`src/lsog_pkg.sv`:
```
`timescale 1ns / 1ps
// ----------------------------------------------------------------------------
// lsog_pkg
// Shared types and codes for the load switch overcurrent guard.
// ----------------------------------------------------------------------------
package lsog_pkg;

  localparam logic [1:0] ACT_SET    = 2'd0;
  localparam logic [1:0] ACT_SAMPLE = 2'd1;
  localparam logic [1:0] ACT_TICK   = 2'd2;

  localparam logic [2:0] ST_OFF     = 3'd0;
  localparam logic [2:0] ST_ON      = 3'd1;
  localparam logic [2:0] ST_OPEN    = 3'd2;
  localparam logic [2:0] ST_SHORT   = 3'd3;
  localparam logic [2:0] ST_SOFT_OC = 3'd4;
  localparam logic [2:0] ST_LATCHED = 3'd5;

  localparam logic [1:0] BEH_NONE  = 2'd0;
  localparam logic [1:0] BEH_LATCH = 2'd1;
  localparam logic [1:0] BEH_RETRY = 2'd2;

  localparam logic [2:0] REG_OC_ENABLE    = 3'd0;
  localparam logic [2:0] REG_OC_THRESHOLD = 3'd1;
  localparam logic [2:0] REG_OC_TRIP      = 3'd2;
  localparam logic [2:0] REG_RETRY_LIMIT  = 3'd3;
  localparam logic [2:0] REG_RETRY_DELAY  = 3'd4;
  localparam logic [2:0] REG_ERR_BEHAVIOR = 3'd5;
  localparam logic [2:0] REG_OPEN_LOAD    = 3'd6;
  localparam logic [2:0] REG_FAULT_LEVEL  = 3'd7;

  localparam logic [15:0] SHORT_HYST_MV = 16'd1000;

  typedef enum logic [2:0] {
    CH_OFF   = 3'b001,
    CH_ON    = 3'b010,
    CH_LATCH = 3'b100
  } chan_t;

  typedef struct packed {
    logic [1:0]  action;
    logic        request_on;
    logic [15:0] load_current_ma;
    logic [15:0] output_mv;
    logic [15:0] battery_mv;
  } item_t;

  typedef struct packed {
    logic       accepted;
    logic       drive_on;
    logic       latched;
    logic       in_error;
    logic [2:0] diag_status;
    logic [7:0] retries_used;
  } result_t;

  typedef struct packed {
    logic        oc_enable;
    logic [15:0] oc_threshold_ma;
    logic [15:0] oc_trip_limit;
    logic [7:0]  retry_limit;
    logic [15:0] retry_delay_ms;
    logic [1:0]  error_behavior;
    logic [15:0] open_load_ma;
    logic [15:0] fault_level_ma;
  } cfg_t;

  typedef struct packed {
    chan_t       chan;
    logic        error_flag;
    logic [15:0] trip_count;
    logic [7:0]  retry_count;
    logic        timer_running;
    logic [15:0] timer_left;
    logic [2:0]  status;
  } guard_state_t;

endpackage

```
`src/load_switch_overcurrent_guard_core.sv`:
```
`timescale 1ns / 1ps
// ----------------------------------------------------------------------------
// load_switch_overcurrent_guard_core
// Overcurrent guard with retry and latch-off for one power-switch channel.
// ----------------------------------------------------------------------------
// Usage:
//   Input channel (in_valid / in_stall / in_item) carries one item: a set
//   command, a current/voltage sample or a one millisecond tick. Every item
//   gives exactly one result on the output channel (out_valid / out_stall /
//   out_item) with the command outcome and the channel status after it.
//   An item is registered on entry, evaluated against the guard state once the
//   result register is free, and its result is registered; out_valid holds
//   until the receiver takes the result. Throughput is one item per cycle
//   while out_stall is low, set by the combinational compare and counter
//   update on the guard state.
//   When the receiver stalls, the result register holds and the input stage
//   holds its item; in_stall rises once both are full.
//   Configuration registers are written through cfg_valid / cfg_ready with
//   cfg_index and cfg_data; write only while no item is in flight.
//   Synchronous reset clears the pipeline, sets the channel off with no
//   error, and loads the register defaults. No clearing pass is needed.
// ----------------------------------------------------------------------------
module load_switch_overcurrent_guard_core (
  input  logic              clk,
  input  logic              rst_n,
  input  logic              in_valid,
  output logic              in_stall,
  input  lsog_pkg::item_t   in_item,
  output logic              out_valid,
  input  logic              out_stall,
  output lsog_pkg::result_t out_item,
  input  logic              cfg_valid,
  output logic              cfg_ready,
  input  logic [2:0]        cfg_index,
  input  logic [15:0]       cfg_data
);
  import lsog_pkg::*;

  cfg_t         cfg;
  guard_state_t st_r;
  guard_state_t st_nxt;
  item_t        item_r;
  logic         item_v_r;
  result_t      res_nxt;
  result_t      res_r;
  logic         res_v_r;
  logic         advance;

  lsog_cfg u_cfg (
    .clk       (clk),
    .rst_n     (rst_n),
    .cfg_valid (cfg_valid),
    .cfg_ready (cfg_ready),
    .cfg_index (cfg_index),
    .cfg_data  (cfg_data),
    .cfg       (cfg)
  );

  lsog_step u_step (
    .cfg    (cfg),
    .st     (st_r),
    .item   (item_r),
    .st_nxt (st_nxt),
    .res    (res_nxt)
  );

  // move the held item into the result register when it is free
  assign advance   = item_v_r && (!res_v_r || !out_stall);
  assign in_stall  = item_v_r && !advance;
  assign out_valid = res_v_r;
  assign out_item  = res_r;

  always_ff @(posedge clk) begin
    if (!rst_n) begin
      item_v_r <= 1'b0;
      res_v_r  <= 1'b0;
      st_r.chan          <= CH_OFF;
      st_r.error_flag    <= 1'b0;
      st_r.trip_count    <= 16'd0;
      st_r.retry_count   <= 8'd0;
      st_r.timer_running <= 1'b0;
      st_r.timer_left    <= 16'd0;
      st_r.status        <= ST_OFF;
    end else begin
      if (in_valid && !in_stall) begin
        item_v_r <= 1'b1;
      end else if (advance) begin
        item_v_r <= 1'b0;
      end
      if (advance) begin
        res_v_r <= 1'b1;
        st_r    <= st_nxt;
      end else if (!out_stall) begin
        res_v_r <= 1'b0;
      end
    end
  end

  always_ff @(posedge clk) begin
    if (in_valid && !in_stall) begin
      item_r <= in_item;
    end
    if (advance) begin
      res_r <= res_nxt;
    end
  end

  a_timer_nonzero: assert property (@(posedge clk) disable iff (!rst_n)
    st_r.timer_running |-> (st_r.timer_left != 16'd0))
    else $error("retry timer running with zero ticks left");

  a_error_owner: assert property (@(posedge clk) disable iff (!rst_n)
    (st_r.error_flag && !st_r.timer_running) |-> (st_r.chan == CH_LATCH))
    else $error("error flag set without timer or latch");

  a_latch_sticky: assert property (@(posedge clk) disable iff (!rst_n)
    (st_r.chan == CH_LATCH) |=> (st_r.chan == CH_LATCH))
    else $error("latched channel left latch state");

  a_result_source: assert property (@(posedge clk) disable iff (!rst_n)
    $rose(res_v_r) |-> $past(item_v_r))
    else $error("result appeared without a held item");

endmodule

```
`src/lsog_cfg.sv`:
```
`timescale 1ns / 1ps
// ----------------------------------------------------------------------------
// lsog_cfg
// Configuration register file, written through a valid/ready port.
// ----------------------------------------------------------------------------
module lsog_cfg (
  input  logic           clk,
  input  logic           rst_n,
  input  logic           cfg_valid,
  output logic           cfg_ready,
  input  logic [2:0]     cfg_index,
  input  logic [15:0]    cfg_data,
  output lsog_pkg::cfg_t cfg
);
  import lsog_pkg::*;

  cfg_t cfg_r;

  assign cfg_ready = 1'b1;
  assign cfg = cfg_r;

  always_ff @(posedge clk) begin
    if (!rst_n) begin
      cfg_r.oc_enable       <= 1'b1;
      cfg_r.oc_threshold_ma <= 16'd10000;
      cfg_r.oc_trip_limit   <= 16'd1000;
      cfg_r.retry_limit     <= 8'd3;
      cfg_r.retry_delay_ms  <= 16'd1000;
      cfg_r.error_behavior  <= BEH_RETRY;
      cfg_r.open_load_ma    <= 16'd100;
      cfg_r.fault_level_ma  <= 16'd12000;
    end else if (cfg_valid && cfg_ready) begin
      unique case (cfg_index)
        REG_OC_ENABLE:    cfg_r.oc_enable       <= cfg_data[0];
        REG_OC_THRESHOLD: cfg_r.oc_threshold_ma <= cfg_data;
        REG_OC_TRIP:      cfg_r.oc_trip_limit   <= cfg_data;
        REG_RETRY_LIMIT:  cfg_r.retry_limit     <= cfg_data[7:0];
        REG_RETRY_DELAY:  cfg_r.retry_delay_ms  <= cfg_data;
        REG_ERR_BEHAVIOR: cfg_r.error_behavior  <= cfg_data[1:0];
        REG_OPEN_LOAD:    cfg_r.open_load_ma    <= cfg_data;
        REG_FAULT_LEVEL:  cfg_r.fault_level_ma  <= cfg_data;
        default: ;
      endcase
    end
  end

endmodule

```
`src/lsog_step.sv`:
```
`timescale 1ns / 1ps
// ----------------------------------------------------------------------------
// lsog_step
// Next-state and result logic for one item: command, sample or tick.
// ----------------------------------------------------------------------------
module lsog_step (
  input  lsog_pkg::cfg_t         cfg,
  input  lsog_pkg::guard_state_t st,
  input  lsog_pkg::item_t        item,
  output lsog_pkg::guard_state_t st_nxt,
  output lsog_pkg::result_t      res
);
  import lsog_pkg::*;

  logic        acc;
  logic        soft_oc;
  logic [2:0]  hw;
  logic [2:0]  status_new;
  logic [15:0] diff;
  logic [15:0] tleft_dec;
  chan_t       chan_off;

  always_comb begin
    if (item.battery_mv >= item.output_mv) begin
      diff = item.battery_mv - item.output_mv;
    end else begin
      diff = item.output_mv - item.battery_mv;
    end

    // hardware classification of the channel from this sample
    hw = ST_OFF;
    if (st.chan == CH_OFF) begin
      if ((item.load_current_ma >= cfg.fault_level_ma) && (diff < SHORT_HYST_MV)) begin
        hw = ST_SHORT;
      end
    end else if (item.load_current_ma >= cfg.fault_level_ma) begin
      hw = ST_OFF;
    end else if (item.load_current_ma <= cfg.open_load_ma) begin
      hw = ST_OPEN;
    end else if (item.output_mv <= item.battery_mv) begin
      hw = ST_ON;
    end

    soft_oc = cfg.oc_enable && (item.load_current_ma > cfg.oc_threshold_ma) &&
              (st.trip_count >= cfg.oc_trip_limit);
    status_new = soft_oc ? ST_SOFT_OC : hw;
    tleft_dec  = (st.timer_left != 16'd0) ? st.timer_left - 16'd1 : 16'd0;
    chan_off   = (st.chan == CH_LATCH) ? CH_LATCH : CH_OFF;

    st_nxt = st;
    acc    = 1'b1;

    unique case (item.action)
      ACT_SET: begin
        if (st.chan == CH_LATCH) begin
          acc = 1'b0;
        end else if (st.error_flag && item.request_on) begin
          acc = 1'b0;
        end else begin
          st_nxt.chan = item.request_on ? CH_ON : CH_OFF;
        end
      end
      ACT_SAMPLE: begin
        if (cfg.oc_enable && (item.load_current_ma > cfg.oc_threshold_ma)) begin
          if (soft_oc) begin
            st_nxt.trip_count = 16'd0;
          end else if (st.chan == CH_ON) begin
            st_nxt.trip_count = st.trip_count + 16'd1;
          end
        end
        st_nxt.status = status_new;
        // react only on entry into soft overcurrent
        if (soft_oc && (st.status != ST_SOFT_OC)) begin
          if (cfg.error_behavior == BEH_LATCH) begin
            if (st.chan != CH_LATCH) begin
              st_nxt.chan   = CH_LATCH;
              st_nxt.status = ST_LATCHED;
            end
          end else if (cfg.error_behavior == BEH_RETRY) begin
            st_nxt.chan = chan_off;
            if (st.retry_count >= cfg.retry_limit) begin
              st_nxt.timer_running = 1'b0;
              st_nxt.timer_left    = 16'd0;
              st_nxt.error_flag    = 1'b1;
              if (st.chan != CH_LATCH) begin
                st_nxt.chan   = CH_LATCH;
                st_nxt.status = ST_LATCHED;
              end
            end else begin
              if (!st.timer_running) begin
                st_nxt.timer_running = 1'b1;
                st_nxt.timer_left    = (cfg.retry_delay_ms == 16'd0) ? 16'd1
                                                                     : cfg.retry_delay_ms;
                st_nxt.error_flag    = 1'b1;
              end
              st_nxt.retry_count = st.retry_count + 8'd1;
            end
          end
        end
      end
      ACT_TICK: begin
        if (st.timer_running) begin
          st_nxt.timer_left = tleft_dec;
          if (tleft_dec == 16'd0) begin
            // clear the error first so the retry switch-on goes through
            st_nxt.timer_running = 1'b0;
            st_nxt.error_flag    = 1'b0;
            if (st.chan != CH_LATCH) begin
              st_nxt.chan = CH_ON;
            end
          end
        end
      end
      default: ;
    endcase

    res.accepted     = acc;
    res.drive_on     = (st_nxt.chan == CH_ON);
    res.latched      = (st_nxt.chan == CH_LATCH);
    res.in_error     = st_nxt.error_flag;
    res.diag_status  = st_nxt.status;
    res.retries_used = st_nxt.retry_count;
  end

endmodule
```
`config.mk`:
```
export PLATFORM = sky130hd
export DESIGN_NAME = load_switch_overcurrent_guard_core
export DESIGN_NICKNAME = d
export VERILOG_FILES = /design/src/lsog_pkg.sv /design/src/load_switch_overcurrent_guard_core.sv /design/src/lsog_cfg.sv /design/src/lsog_step.sv
export SDC_FILE = /design/constraint.sdc
export NUM_CORES = 1
export LEC_CHECK = 0
export ABC_AREA = 1
export BUFFER_PORTS_ARGS = -buffer_cell sky130_fd_sc_hd__buf_2
export CAP_MARGIN = 20
export CORE_MARGIN = 2
export CORE_UTILIZATION = 50
export CTS_CLUSTER_SIZE = 25
export DETAILED_ROUTE_END_ITERATION = 8
export GPL_TIMING_DRIVEN = 1
export HOLD_SLACK_MARGIN = 0.15
export PLACE_DENSITY = 0.77
export SLEW_MARGIN = 20
export SYNTH_ARGS = -nofsm -noshare
export SYNTH_HDL_FRONTEND = slang
export SYNTH_SLANG_ARGS = --single-unit
```
`constraint.sdc`:
```
create_clock -name clk -period 2.7 [get_ports clk]
set_input_delay 0.405 -clock clk [delete_from_list [all_inputs] [get_ports clk]]
set_output_delay 0.405 -clock clk [all_outputs]
set_load 0.05 [all_outputs]
```
==> flow_metrics.env <==
export IMPL_status="finished clean"
export IMPL_cts_sinks=207
export IMPL_min_from="in_valid"
export IMPL_p_leak_nw=7.50
export IMPL_grt_pass1_wl_um=54200
export IMPL_synthMostInstantiatedCell="nand2_1"
export IMPL_rsz0062_at_grt="true"
export IMPL_power_frac_comb_pct=20.7
export IMPL_seq_area_sq_um=4800
export IMPL_hp_class="input port to flop"
export IMPL_htree_levels=1
export IMPL_ys_seq_elements=207
export IMPL_reg2reg_slack_ns=0.11
export IMPL_postPlaceCellArea_sq_um=13700
export IMPL_synth_area_leader_cell="dfxtp_1"
export IMPL_ys_warn_count=0
export IMPL_synth_cells=1727
export IMPL_holdPathStages=3
export IMPL_fin_skew_ns=0.0138
export IMPL_clk_latency_ns=0.53
export IMPL_drive_above_1_share_pct=17.1
export IMPL_wl_per_cell_um=15.2
export IMPL_vias=12000
export IMPL_wirelength_um=34300
export IMPL_final_cell_area_sq_um=15700
export IMPL_drt_iter0_markers=926
export IMPL_setup_viol=0
export IMPL_initial_core_util_pct=50.5
export IMPL_drc=0
export IMPL_area_growth_pct=24.2
export IMPL_internal_power_mw=5.97
export IMPL_critPathKind="flop to flop"
export IMPL_vias_per_cell=5.29
export IMPL_fin_ws_ns=0.107
export IMPL_slew_headroom_pct=33.6
export IMPL_cts_tree="built"
export IMPL_dieWidth_um=163
export IMPL_grt_start_max_net_pins=105
export IMPL_finalCriticalPeriod_ns=2.59
export IMPL_ys_types=48
export IMPL_syn_nets=1913
export IMPL_gr_usage_met1_pct=32.1
export IMPL_clkPwrFrac_pct=38.9
export IMPL_cap_violations=0
export IMPL_nNetsFinal=2104
export IMPL_r2r_start="item_r[33]"
export IMPL_antenna_found_initial=1
export IMPL_path_max_fanout=8
export IMPL_fmax_ghz=0.386
export IMPL_hpwl_um=23900
export IMPL_r2r_cells=16
export IMPL_clock_path_buffers=3
export IMPL_p_seq_share_pct=40.4
export IMPL_p_sw_mw=2.54
export IMPL_critPathRequiredTime_ns=3.11
export IMPL_ys_top_cells_by_count="nand2_1, inv_1, a21oi_1, dfxtp_1, nor2_1"
export IMPL_fin_crit_sh_pct=96.1
export IMPL_grt_pass1_vias=11500
export IMPL_top_usage_layer="met2"
export IMPL_grtUsageMet2_pct=43.5
export IMPL_synth_top_area_share_pct=22.3
export IMPL_muxShareOfSynthArea_pct=0
export IMPL_netSwitchingFraction_pct=29.8
export IMPL_synth_edf_count=66
export IMPL_synth_simple_area_share_pct=23.6
export IMPL_clkTransAtPathRegs_ns=0.06
export IMPL_ys_top_cells_by_area="dfxtp_1, edfxtp_1, nand2_1"
export IMPL_ys_seq_area_share_pct=38.0
export IMPL_gp_congestion=0.943
export IMPL_synth_top_family_by_area="simple AND/OR/NAND/NOR gates"
export IMPL_use_met3_pct=3.61
export IMPL_core_area_sq_um=25000
export IMPL_worstSetupEndpointType="flop"
export IMPL_track_usage_pct=25.1
export IMPL_critPathArrivalTime_ns=3.00
export IMPL_gr_total_overflow=0
export IMPL_diodes=0
export IMPL_multiInputGateArea_sq_um=6950
export IMPL_synth_xor_area_share_pct=2.29
export IMPL_ant_nets=0
export IMPL_ir_worst_vdd_uv=641
export IMPL_synth_fa_ha_area_share_pct=11.0
export IMPL_synth_compound_area_share_pct=14.1
export IMPL_tightest_slew_ns=0.996
export IMPL_drtPass1Iterations=7
export IMPL_synth_avg_cell_area_sq_um=7.32
export IMPL_root_buffer="clkbuf_16"
export IMPL_num_fill_cells=2116
export IMPL_slew_violations=0
export IMPL_finalCoreUtilization_pct=62.8
export IMPL_hold_end="item_v_r"
export IMPL_io_buffers=91
export IMPL_die_h_um=163
export IMPL_r2r_end="st_r[5]"
export IMPL_rows=58
export IMPL_hold_violations=0
export IMPL_dieArea_sq_um=26600
export IMPL_startpoint_type="flop"
export IMPL_async_reset_ff_share_pct=0
export IMPL_totalPowerFinal_mw=8.50
export IMPL_boundaryPins=93
export IMPL_p_per_area_nw_per_um2=541
export IMPL_fin_cells=2266
export IMPL_place_inst=2153
export IMPL_synth_top_flop_cell="dfxtp_1"
export IMPL_cts_buffers=24
export IMPL_synth_area_sq_um=12600
export IMPL_dp_slack_ns=0.0760
==> repair_timing <==
item / in CTS / in global routing
setup buffers: 0 / 13
setup endpoints to repair: 0 / 50
hold endpoints to repair: 51 / 0
hold buffers: 51 / 0
resized for setup: 0 / 111
==> through the flow <==
stage	setup TNS, ns	hold WS, ns
floorplan	0	0.435
detailed placement	0	0.454
CTS	0	0.158
finish	0	0.167
global placement	0	0.447
global route	-1.94	0.186
==> worst max-delay path, stage by stage (launching register included) <==
cell and delay (ns):
edfxtp_1 0.44, ha_4 0.30, a21oi_2 0.05, o21ai_2 0.13, nand2_2 0.07, o211ai_1 0.09
nand3_1 0.12, a21oi_2 0.17, buf_6 0.14, nand3_4 0.09, inv_2 0.08, nand2_2 0.06
a21oi_4 0.20, nand3_4 0.16, clkbuf_16 0.20, nor2_1 0.13, nor2_1 0.06
==> placed cells by master (no fill, tap or decap), types with 35 or more instances in the layout <==
cell           count
a21oi_1          147
edfxtp_1          66
inv_1            288
dfxtp_1          141
nand2_1          369
buf_2             91
nand3_1           86
nand2_2           35
o21ai_0          110
nor2_1           100
dlygate4sd3_1     51
buf_4             62
ha_1              90
==> logic make-up after synthesis <==
family | Yosys count
adders and majority gates | 111
buffers and inverters | 356
other | 1
AOI/OAI and AO/OA | 328
and+or+nand+nor | 691
DFF | 207
xor gates and xnor gates | 33
==> flip-flops by register name, indices dropped and copies added (netlist names) <==
register / cells
item_r: 51
item_v_r: 1
out_item: 15
out_valid: 1
st_r: 48
u_cfg.cfg: 91
==> area by class of cell <==
class	instances	share of cell area, %
Clock inverter	11	0.621
Inverter	306	7.31
Tap cell	330	2.63
Sequential cell	207	30.6
Multi-Input combinational cell	1166	44.2
Timing Repair Buffer	213	10.2
Clock buffer	33	4.50
==> power by group through the flow <==
stage | clock (mW) | sequential [mW] | combinational (mW)
6_report | 3.30 | 3.44 | 1.76
5_1_grt | 3.48 | 3.45 | 1.97
4_1_cts | 3.34 | 3.43 | 1.57
3_5_place_dp | 0 | 3.50 | 1.50
3_3_place_gp | 0 | 3.49 | 1.46
2_1_floorplan | 0 | 3.52 | 1.04
==> how the worst max path moves through the flow <==
stage                     cells past startpoint        from  slack (ns)           to
after global routing                         17  item_r[39]        -0.1      st_r[4]
after floorplan                               5   out_valid        0.19    item_r[0]
after global placement                       18  item_r[25]        0.11  out_item[8]
after detailed placement                     18  item_r[20]        0.08      st_r[1]
after CTS                                    18  item_r[31]        0.06  out_item[8]
final                                        16  item_r[33]        0.11      st_r[5]
==> routing by layer <==
metal,vias up,routed length [um]
met4,0,1050
met1,5523,14600
met5,-,0
met3,85,2030
li1,6011,-
met2,358,16700
(Power assumes the default switching activity.)
